## config.mk

```make
export PLATFORM = sky130hd
export DESIGN_NAME = command_packet_framer_crc8
export DESIGN_NICKNAME = d
export VERILOG_FILES = /design/src/hdl/cpfcrc8_pkg.sv /design/src/hdl/cpfcrc8_ctrl.sv /design/src/hdl/cpfcrc8_dp.sv /design/src/hdl/command_packet_framer_crc8.sv
export VERILOG_INCLUDE_DIRS = /design/src /design/src/hdl
export SDC_FILE = /design/constraint.sdc
export NUM_CORES = 1
export LEC_CHECK = 0
export BUFFER_PORTS_ARGS = -buffer_cell sky130_fd_sc_hd__buf_4
export CORE_MARGIN = 2
export CORE_UTILIZATION = 38
export CTS_BUF_LIST = sky130_fd_sc_hd__clkbuf_16
export CTS_CLUSTER_DIAMETER = 30
export DETAILED_ROUTE_END_ITERATION = 7
export GPL_ROUTABILITY_DRIVEN = 0
export GPL_TIMING_DRIVEN = 0
export HOLD_SLACK_MARGIN = 0.06
export PLACE_DENSITY_LB_ADDON = 0.3
export SLEW_MARGIN = 20
export SYNTH_ARGS = -nofsm -noshare
export SYNTH_HDL_FRONTEND = slang
export SYNTH_SLANG_ARGS = --single-unit
```

## constraint.sdc

```tcl
create_clock -name aclk -period 3.1 [get_ports aclk]
set_clock_uncertainty 0.05 [all_clocks]
set_input_delay 0.155 -clock aclk [delete_from_list [all_inputs] [get_ports aclk]]
set_output_delay 0.155 -clock aclk [all_outputs]
set_load 0.1 [all_outputs]
```

## src/hdl/command_packet_framer_crc8_defines.svh

```systemverilog
// ----------------------------------------------------------------------------
// command packet framer assertion macros
// shared concurrent assertion forms, clocked on aclk, quiet during reset
// ----------------------------------------------------------------------------
`ifndef COMMAND_PACKET_FRAMER_CRC8_DEFINES_SVH
`define COMMAND_PACKET_FRAMER_CRC8_DEFINES_SVH

// same-cycle implication
`define CPF_ASSERT_SAME(label, ante, cons) \
    label: assert property (@(posedge aclk) disable iff (!aresetn) (ante) |-> (cons)) \
        else $error("assertion failed");

// next-cycle implication
`define CPF_ASSERT_NEXT(label, ante, cons) \
    label: assert property (@(posedge aclk) disable iff (!aresetn) (ante) |=> (cons)) \
        else $error("assertion failed");

`endif

```

## src/hdl/cpfcrc8_pkg.sv

```systemverilog
// ----------------------------------------------------------------------------
// cpfcrc8_pkg
// constants, command/status types and crc-8 step for the packet framer
// ----------------------------------------------------------------------------
package cpfcrc8_pkg;

    localparam logic [7:0] HDR0        = 8'hAA;
    localparam logic [7:0] HDR1        = 8'h55;
    localparam logic [7:0] LEN_ONE     = 8'h01;
    localparam logic [7:0] LEN_TWO     = 8'h02;
    localparam logic [7:0] CMD_SETFREQ = 8'h09;
    localparam logic [7:0] CRC_POLY    = 8'hD5;

    localparam int unsigned POS_W = 3;

    // byte positions within a packet
    localparam logic [POS_W-1:0] POS_HDR0  = 3'd0;
    localparam logic [POS_W-1:0] POS_HDR1  = 3'd1;
    localparam logic [POS_W-1:0] POS_CMD   = 3'd2;
    localparam logic [POS_W-1:0] POS_LEN   = 3'd3;
    localparam logic [POS_W-1:0] POS_PAY0  = 3'd4;
    localparam logic [POS_W-1:0] POS_CRC1  = 3'd5;
    localparam logic [POS_W-1:0] POS_CRC2  = 3'd6;

    typedef struct packed {
        logic             capture;
        logic             emit;
        logic             crc_sel;
        logic [POS_W-1:0] pos;
    } cmd_t;

    typedef struct packed {
        logic held_mode;
    } status_t;

    function automatic logic [7:0] crc8_update(input logic [7:0] crc, input logic [7:0] b);
        logic [7:0] c;
        c = crc ^ b;
        for (int k = 0; k < 8; k++) begin
            if (c[7]) begin
                c = {c[6:0], 1'b0} ^ CRC_POLY;
            end else begin
                c = {c[6:0], 1'b0};
            end
        end
        return c;
    endfunction

endpackage

```

## src/hdl/cpfcrc8_ctrl.sv

```systemverilog
// ----------------------------------------------------------------------------
// cpfcrc8_ctrl
// sequencer: request handshake, byte position, output beat valid
// ----------------------------------------------------------------------------
module cpfcrc8_ctrl (
    input  logic                 aclk,
    input  logic                 aresetn,
    input  logic                 s_valid,
    output logic                 s_ready,
    output logic                 m_valid,
    input  logic                 m_ready,
    input  cpfcrc8_pkg::status_t status,
    output cpfcrc8_pkg::cmd_t    cmd
);

    localparam logic ST_IDLE = 1'b0;
    localparam logic ST_SEND = 1'b1;

    logic                            state_reg, state_next;
    logic [cpfcrc8_pkg::POS_W-1:0]   pos_reg, pos_next;
    logic                            m_valid_reg, m_valid_next;
    logic                            load_ok;
    logic                            emit;
    logic                            crc_pos;
    logic                            capture;
    logic [cpfcrc8_pkg::POS_W-1:0]   last_pos;

    always_comb begin
        load_ok  = !m_valid_reg || m_ready;
        emit     = (state_reg == ST_SEND) && load_ok;
        last_pos = status.held_mode ? cpfcrc8_pkg::POS_CRC2 : cpfcrc8_pkg::POS_CRC1;
        crc_pos  = (pos_reg == last_pos);
        s_ready  = (state_reg == ST_IDLE) || (emit && crc_pos);
        capture  = s_valid && s_ready;

        m_valid_next = m_valid_reg;
        if (emit) begin
            m_valid_next = 1'b1;
        end else if (m_ready) begin
            m_valid_next = 1'b0;
        end

        pos_next = pos_reg;
        if (capture) begin
            pos_next = cpfcrc8_pkg::POS_HDR0;
        end else if (emit) begin
            pos_next = pos_reg + 3'd1;
        end

        state_next = state_reg;
        unique case (state_reg)
            ST_IDLE: begin
                if (capture) state_next = ST_SEND;
            end
            ST_SEND: begin
                if (emit && crc_pos && !capture) state_next = ST_IDLE;
            end
            default: state_next = ST_IDLE;
        endcase
    end

    always_ff @(posedge aclk) begin
        if (!aresetn) begin
            state_reg   <= ST_IDLE;
            pos_reg     <= cpfcrc8_pkg::POS_HDR0;
            m_valid_reg <= 1'b0;
        end else begin
            state_reg   <= state_next;
            pos_reg     <= pos_next;
            m_valid_reg <= m_valid_next;
        end
    end

    assign m_valid     = m_valid_reg;
    assign cmd.capture = capture;
    assign cmd.emit    = emit;
    assign cmd.crc_sel = crc_pos;
    assign cmd.pos     = pos_reg;

endmodule

```

## src/hdl/cpfcrc8_dp.sv

```systemverilog
// ----------------------------------------------------------------------------
// cpfcrc8_dp
// datapath: held request, byte select, running crc, output beat register
// ----------------------------------------------------------------------------
module cpfcrc8_dp (
    input  logic                 aclk,
    input  logic                 aresetn,
    input  cpfcrc8_pkg::cmd_t    cmd,
    output cpfcrc8_pkg::status_t status,
    input  logic                 s_mode,
    input  logic [7:0]           s_command,
    input  logic [15:0]          s_value,
    output logic [7:0]           m_packet_byte,
    output logic                 m_last
);

    logic        held_mode_reg;
    logic [7:0]  held_command_reg;
    logic [15:0] held_value_reg;
    logic [7:0]  crc_reg, crc_next;
    logic [7:0]  byte_reg;
    logic        last_reg;
    logic [7:0]  body;
    logic [7:0]  crc_base;

    always_comb begin
        unique case (cmd.pos)
            cpfcrc8_pkg::POS_HDR0: body = cpfcrc8_pkg::HDR0;
            cpfcrc8_pkg::POS_HDR1: body = cpfcrc8_pkg::HDR1;
            cpfcrc8_pkg::POS_CMD:  body = held_mode_reg ? cpfcrc8_pkg::CMD_SETFREQ
                                                        : held_command_reg;
            cpfcrc8_pkg::POS_LEN:  body = held_mode_reg ? cpfcrc8_pkg::LEN_TWO
                                                        : cpfcrc8_pkg::LEN_ONE;
            cpfcrc8_pkg::POS_PAY0: body = held_mode_reg ? held_value_reg[15:8]
                                                        : held_value_reg[7:0];
            default:               body = held_value_reg[7:0];
        endcase
        crc_base = (cmd.pos == cpfcrc8_pkg::POS_HDR0) ? 8'h00 : crc_reg;
        crc_next = cpfcrc8_pkg::crc8_update(crc_base, body);
    end

    always_ff @(posedge aclk) begin
        if (!aresetn) begin
            held_mode_reg <= 1'b0;
            crc_reg       <= 8'h00;
        end else begin
            if (cmd.capture) held_mode_reg <= s_mode;
            if (cmd.emit && !cmd.crc_sel) crc_reg <= crc_next;
        end
    end

    always_ff @(posedge aclk) begin
        if (cmd.capture) begin
            held_command_reg <= s_command;
            held_value_reg   <= s_value;
        end
        if (cmd.emit) begin
            byte_reg <= cmd.crc_sel ? crc_reg : body;
            last_reg <= cmd.crc_sel;
        end
    end

    assign status.held_mode = held_mode_reg;
    assign m_packet_byte    = byte_reg;
    assign m_last           = last_reg;

endmodule

```

## src/hdl/command_packet_framer_crc8.sv

```systemverilog
// start: the request is registered, then HDR0 is loaded as the first beat
// throughput: one beat per cycle through the output register while m_ready
//   allows; a request is 6 beats (one-byte payload) or 7 (set-frequency);
//   the next request is taken in the cycle the crc beat is loaded
// reset: synchronous active-low aresetn clears the sequencer, crc and output
//   valid; the block is ready for a request right after reset
// ----------------------------------------------------------------------------
// command_packet_framer_crc8
// frames one control request into a serial command packet with crc-8 (0xd5)
// ----------------------------------------------------------------------------
`include "command_packet_framer_crc8_defines.svh"

module command_packet_framer_crc8 (
    input  logic        aclk,
    input  logic        aresetn,
    input  logic        s_valid,
    output logic        s_ready,
    input  logic        s_mode,
    input  logic [7:0]  s_command,
    input  logic [15:0] s_value,
    output logic        m_valid,
    input  logic        m_ready,
    output logic [7:0]  m_packet_byte,
    output logic        m_last
);

    cpfcrc8_pkg::cmd_t    cmd;
    cpfcrc8_pkg::status_t status;

    cpfcrc8_ctrl u_ctrl (
        .aclk    (aclk),
        .aresetn (aresetn),
        .s_valid (s_valid),
        .s_ready (s_ready),
        .m_valid (m_valid),
        .m_ready (m_ready),
        .status  (status),
        .cmd     (cmd)
    );

    cpfcrc8_dp u_dp (
        .aclk          (aclk),
        .aresetn       (aresetn),
        .cmd           (cmd),
        .status        (status),
        .s_mode        (s_mode),
        .s_command     (s_command),
        .s_value       (s_value),
        .m_packet_byte (m_packet_byte),
        .m_last        (m_last)
    );

    // last flag marks exactly the crc beat
    `CPF_ASSERT_NEXT(a_last_on_crc, cmd.emit, m_last == $past(cmd.crc_sel))
    // while busy the byte position stays inside the packet
    `CPF_ASSERT_SAME(a_pos_range, !s_ready, cmd.pos <= cpfcrc8_pkg::POS_CRC2)
    // a new request always starts at the first header byte
    `CPF_ASSERT_NEXT(a_start_hdr, s_valid && s_ready, cmd.pos == cpfcrc8_pkg::POS_HDR0)

endmodule

```

Word level (Yosys, flattened, before mapping)

Index checks and enable logic that the tools add are counted.

Word-level logic and storage cells: 59
Flip-flop bits (word level): 47
Output and inout port bits: 11
Input bits: 29

Reduce and logical (&&, ||, !) cells: 13
Mux-type cells: 20
Bitwise logic cells: 11
Equality and inequality tests: 5
$add $sub $neg: 1

Operators with widths:

| kind                                                                   | count |
|---|---|
| 8-bit 2-to-1 mux                                                       | 12 |
| 5-bit inverter                                                         | 8 |
| 8-bit case mux with 5 select lines                                     | 1 |
| 8-bit bitwise XOR                                                      | 1 |
| 3-bit by 2-bit equality test with 1-bit output (second input constant) | 2 |
| 1-bit logical AND                                                      | 5 |
| 1-bit 2-to-1 mux                                                       | 4 |
| 2-bit 2-to-1 mux                                                       | 2 |
| 3-bit by 1-bit adder with 3-bit output (second input constant)         | 1 |
| 3-bit by 1-bit equality test with 1-bit output (second input constant) | 1 |
| 3-bit equality test                                                    | 1 |
| 3-bit equality test (second input constant)                            | 1 |
| 1-bit logical NOT                                                      | 3 |
| 3-bit logical NOT                                                      | 1 |
| 1-bit logical OR                                                       | 2 |
| 1-bit inverter                                                         | 2 |
| 1-bit case mux with 2 select lines                                     | 1 |
| 2-bit nonzero test                                                     | 1 |
| 2-bit OR reduction                                                     | 1 |

Logic depth before layout (Yosys ltp)

Depth after elaboration: 19
Gate-level depth with buffers: 11
Mapped depth without buffers: 9

Cells and area by module

Synthesis repeated with hierarchy kept, for this count alone.

Cell total of the unflattened synthesis: 249
Area, all modules: 2700.1 um^2

Modules (own cells, without submodules):

| module       | cells each | times used | seq. area each (um^2) | area an instance (um^2) |
|---|---|---|---|---|
| cpfcrc8_dp   | 214        | 1          | 1171.1                | 2394.8 |
| cpfcrc8_ctrl | 35         | 1          | 100.1                 | 305.3 |

Worst setup path after synthesis

OpenSTA, ideal clock, no wires.

Path type: register to register
Start point: reg u_ctrl.pos_reg[2] (netlist bit)
End point: reg u_dp.held_command_reg[0] (enable)
Buffers on the path: 2
Clock period less this slack: 4669 ps
Slack: -1569 ps
Data required time: 2671 ps
Cell stages (with the launch flop): 7
Arrival: 4240 ps
Library setup time: 379 ps
Cell sequence: dfxtp_1 > buf_2 > buf_1 > o21ai_1 > o21ai_0 > nand2_1 > inv_1

RTL lines:

| what                   | RTL line           | text |
|---|---|---|
| from (decl)            | cpfcrc8_ctrl.sv:20 | `logic [cpfcrc8_pkg::POS_W-1:0] pos_reg, pos_next;` |
| from (signal assigned) | cpfcrc8_ctrl.sv:65 | `pos_reg <= cpfcrc8_pkg::POS_HDR0;` |
| from (signal assigned) | cpfcrc8_ctrl.sv:69 | `pos_reg <= pos_next;` |
| to (signal assigned)   | cpfcrc8_dp.sv:54   | `held_command_reg <= s_command;` |
| to (decl)              | cpfcrc8_dp.sv:18   | `logic [7:0] held_command_reg;` |

Worst setup path in the final report

Start point: reg u_ctrl.pos_reg[0] (netlist bit)
End point: reg u_dp.crc_reg[3]

Word-level cells in the longest chain between the ends: 15
Elaborated cells between the ends (all ways): 26
Those cells by class: eq/ne (5); mux (10); bitwise (8); reduce/logical (3)

Ends and longest elaborated chain:

| what                                                                          | RTL line                           | text |
|---|---|---|
| 3-bit equality test, or another cell as far along                             | cpfcrc8_dp.sv:27                   | `unique case (cmd.pos)` |
| 8-bit case mux with 5 select lines / 8-bit 2-to-1 mux (equally long branches) | cpfcrc8_dp.sv:27, cpfcrc8_dp.sv:38 |  |
| 8-bit bitwise XOR                                                             | cpfcrc8_pkg.sv:38                  | `c = crc ^ b;` |
| 5-bit inverter (no line)                                                      | n/a                                |  |
| 8-bit 2-to-1 mux                                                              | cpfcrc8_pkg.sv:40                  | `if (c[7]) begin` |
| 8-bit 2-to-1 mux / 5-bit inverter (equally long branches)                     | n/a                                |  |
| 5-bit inverter (no line) / 8-bit 2-to-1 mux (equally long branches)           | n/a                                |  |
| 8-bit 2-to-1 mux                                                              | cpfcrc8_pkg.sv:40                  |  |
| 5-bit inverter (no line) / 8-bit 2-to-1 mux (equally long branches)           | n/a                                |  |
| 8-bit 2-to-1 mux / 5-bit inverter (equally long branches)                     | n/a                                |  |
| 8-bit 2-to-1 mux                                                              | cpfcrc8_pkg.sv:40                  |  |
| 8-bit 2-to-1 mux / 5-bit inverter (equally long branches)                     | n/a                                |  |
| 5-bit inverter (no line) / 8-bit 2-to-1 mux (equally long branches)           | n/a                                |  |
| 8-bit 2-to-1 mux (2 in a row)                                                 | cpfcrc8_pkg.sv:40                  |  |
| to (signal assigned)                                                          | cpfcrc8_dp.sv:48                   | `if (cmd.emit && !cmd.crc_sel) crc_reg <= crc_next;` |
| to (decl)                                                                     | cpfcrc8_dp.sv:20                   | `logic [7:0] crc_reg, crc_next;` |

Several ways; a longest one is shown, not always the timed one.
A chain may end at the register's enable or synchronous reset.

==> metrics.cfg <==
[floorplanning]
die_h_um = 85.5
placement_rows = 29
initial_utilization = 0.395
io_pins = 40
die_area_sq_mm = 0.00731
floorplan.die.width_um = 85.5
placeableCoreArea_sq_mm = 0.00639

[pwr]
netSwitchingPower_uw = 573
power.static_leakage_nw = 1.32
peakVddDrop_v = 0.000340
power.share.combinational = 0.328
clock_power_share = 0.268
p_int_mw = 1.34
power.sequential.fraction = 0.404
pwr_density_cell_mw_per_mm2 = 569
power.switching_fraction = 0.299

[status]
outcome = complete, no violations

[job]
max_cap_viol_count = 0

[timing]
hold_violations = 0
clock.fmax_ghz = 0.338
fin_crit_sh = 0.954
worst_max_slew_pin_slew_ns = 0.926
worst_slew_margin_rel = 0.383
setup_viol = 0
layout_min_cycle_time_ns = 2.96
worst_slack_ns = 0.143
grt_setup_unrepaired = false
slew_viol_final = 0

[synthesis]
number_of_synthesized_flops_with_an_enable_pin = 33
ys_seq_elements = 47
synth_mux_area_frac = 0.0273
synth_top_family_by_area = compound AO/OA/AOI/OAI gates
synthCells = 218
post_synthesis_sequential_area_ratio = 0.503
synth_ff_type = sky130_fd_sc_hd__edfxtp_1
compound_gate_portion_of_the_synthesized_area = 0.158
ys_top_cells_by_area = sky130_fd_sc_hd__edfxtp_1, sky130_fd_sc_hd__dfxtp_1, sky130_fd_sc_hd__xnor3_1
synth_xor_xnor_area_share = 0.103
synth_commonest_cells = sky130_fd_sc_hd__edfxtp_1, sky130_fd_sc_hd__nor2_1, sky130_fd_sc_hd__dfxtp_1, sky130_fd_sc_hd__nand2_1, sky130_fd_sc_hd__o21ai_0
yosys.area_share.simple = 0.147
yosys.area_share.adder = 0.0248
yosys_warnings = 0
async_flop_share = 0
count_of_different_cell_masters_after_synthesis = 57
synth.net_count = 252
post-synth-top-area-cell = sky130_fd_sc_hd__edfxtp_1
synth.avg_cell_area_sq_um = 11.6
synth_area_sq_mm = 0.00252
synth.most_common_cell = sky130_fd_sc_hd__edfxtp_1
synth_largest_type_area_fraction = 0.392

[placed_design]
dp.final_hpwl_mm = 3.82
port_bufs = 39
preCtsSetupSlack_ns = -0.0784
post_dp_cell_area_sq_mm = 0.00293

[route]
routed_wire_length_per_instance_um = 14.9
drc = 0
drtPass1Iterations = 4
detail_route.wirelength_mm = 5.48
drt_first_iter_violations = 76
route.antenna.remaining_nets = 0
avgViaCountPerCell = 5.18
num_vias = 1912

[worst_setup_path]
critical_path.max_fanout = 10
worst-endpoint-arrival_ns = 3.09
endpoint_kind = flip-flop
worst-r2r-setup-slack_ns = 0.14
required_time_at_the_endpoint_of_the_critical_path_ns = 3.23
worst_setup_path_start_kind = flip-flop
worstSetupPathType = reg2reg

[layout]
design_area_sq_mm = 0.00336
largest_register_ffs = 16
final_net_count = 325
area.growth.synth_to_final_pct = 33.2
insertedDiodeCount = 0
post_route_cells_drive_above_1_share = 0.260

[worst_hold_path]
holdCritPathClass = in2reg

[global_route]
grt.total_usage = 0.162
grt_remaining_overflow = 0
grt_max_degree = 25
grt_pass1_vias = 1862
grt_pass1_wl_mm = 9.15
grt_antenna_before_repair = 0

[clock_network]
cts_root_buffer = sky130_fd_sc_hd__clkbuf_16
clk-insertion-delay-late_ns = 0.28
htree_num_levels = 2
cts_tree = done
numCtsBuffers = 5
clock_path_buffers = 2
clock_slew_at_reported_path_ffs_ns = 0.06
clock_sinks = 47

==> metrics by stage <==
stage	setup TNS, ns	instances	hold slack [ns]	util	power, mW
2_1_floorplan	0	218	0.204	-	1.23
3_3_place_gp	-0.0107	334	0.283	0.458	1.35
3_5_place_dp	-0.0784	334	0.284	0.458	1.35
4_1_cts	0	367	0.0895	0.521	1.91
5_1_grt	0	369	0.0903	0.526	2.00
6_report	0	369	0.0918	0.526	1.91
==> routing by layer <==
layer	up-vias	GRT usage	part of all wire
li1	959	-	-
met1	905	0.215	0.46
met2	46	0.260	0.49
met3	2	0.0462	0.040
met4	0	0.0447	0.0062
met5	-	0	0
==> path summary, 6_finish.rpt <==
check / startpoint / to / depth (start not counted)
max: u_ctrl.pos_reg[0] / u_dp.crc_reg[3] / 10
max reg2reg: u_ctrl.pos_reg[0] / u_dp.crc_reg[3] / 10
min reg2reg: u_dp.crc_reg[2] / u_dp.crc_reg[2] / 2
min: s_valid / u_ctrl.state_reg / 3
==> what timing repair did <==
item	4_1_cts	5_1_grt
endpoints found under the hold margin	24	0
resized for setup	4	5
hold buffers	24	0
setup buffers	1	2
setup endpoints to repair	2	31
pin swaps	1	4
==> layout by cell type, fill, tap and decap left out, types with 3 or more instances in the layout <==
cell                             n
sky130_fd_sc_hd__edfxtp_1       33
sky130_fd_sc_hd__dfxtp_1        12
sky130_fd_sc_hd__inv_1          10
sky130_fd_sc_hd__nand3_1         6
sky130_fd_sc_hd__buf_4          42
sky130_fd_sc_hd__nor3_1          4
sky130_fd_sc_hd__mux2_2          3
sky130_fd_sc_hd__clkbuf_1        5
sky130_fd_sc_hd__nand2_1        14
sky130_fd_sc_hd__nand4_1         3
sky130_fd_sc_hd__xor2_1          3
sky130_fd_sc_hd__a31oi_1         6
sky130_fd_sc_hd__a21oi_1         9
sky130_fd_sc_hd__xnor3_1         4
sky130_fd_sc_hd__o21ai_0        10
sky130_fd_sc_hd__nor2b_1         4
sky130_fd_sc_hd__nor2_1         17
sky130_fd_sc_hd__nor4_1          3
sky130_fd_sc_hd__dlygate4sd3_1  24
sky130_fd_sc_hd__nand3b_1        3
sky130_fd_sc_hd__o211ai_1        4
sky130_fd_sc_hd__xnor2_1         8
sky130_fd_sc_hd__ha_1            5
sky130_fd_sc_hd__clkbuf_16       5
==> cell type report <==
type                            count  area [sq um]
Fill cell                         558          3020
Tap cell                           77          96.3
Buffer                             11          60.1
Clock buffer                        5           125
Inverter                            9          37.5
Multi-Input combinational cell    151          1200
Sequential cell                    47          1280
Timing Repair Buffer               66           556
Clock inverter                      3          15.0
==> cells by family (layout without fill, tap and decap cells) <==
group | after synthesis | count (layout)
adder cells (fa/ha/maj) | 5 | 5
XOR/XNOR | 19 | 19
AO/OA/AOI/OAI | 53 | 53
buffers and inverters | 20 | 94
multiplexers | 6 | 6
AND/OR/NAND/NOR | 68 | 68
flip-flops | 47 | 47
==> power groups by stage <==
stage	registers, mW	clock network (mW)	logic, mW
2_1_floorplan	0.852	0	0.381
3_3_place_gp	0.785	0	0.563
3_5_place_dp	0.786	0	0.566
4_1_cts	0.774	0.523	0.609
5_1_grt	0.780	0.555	0.668
6_report	0.773	0.512	0.627
==> critical path, cell delays in order (launching register included) <==
cell and delay [ns]:
sky130_fd_sc_hd__dfxtp_4 0.37, sky130_fd_sc_hd__inv_1 0.07, sky130_fd_sc_hd__ha_1 0.21, sky130_fd_sc_hd__buf_6 0.15, sky130_fd_sc_hd__nor4_4 0.35, sky130_fd_sc_hd__a21o_4 0.18, sky130_fd_sc_hd__o2bb2ai_2 0.17, sky130_fd_sc_hd__xnor2_2 0.20
sky130_fd_sc_hd__xnor3_2 0.55, sky130_fd_sc_hd__xnor3_1 0.38, sky130_fd_sc_hd__o21ba_1 0.17
(Power assumes the default switching activity.)
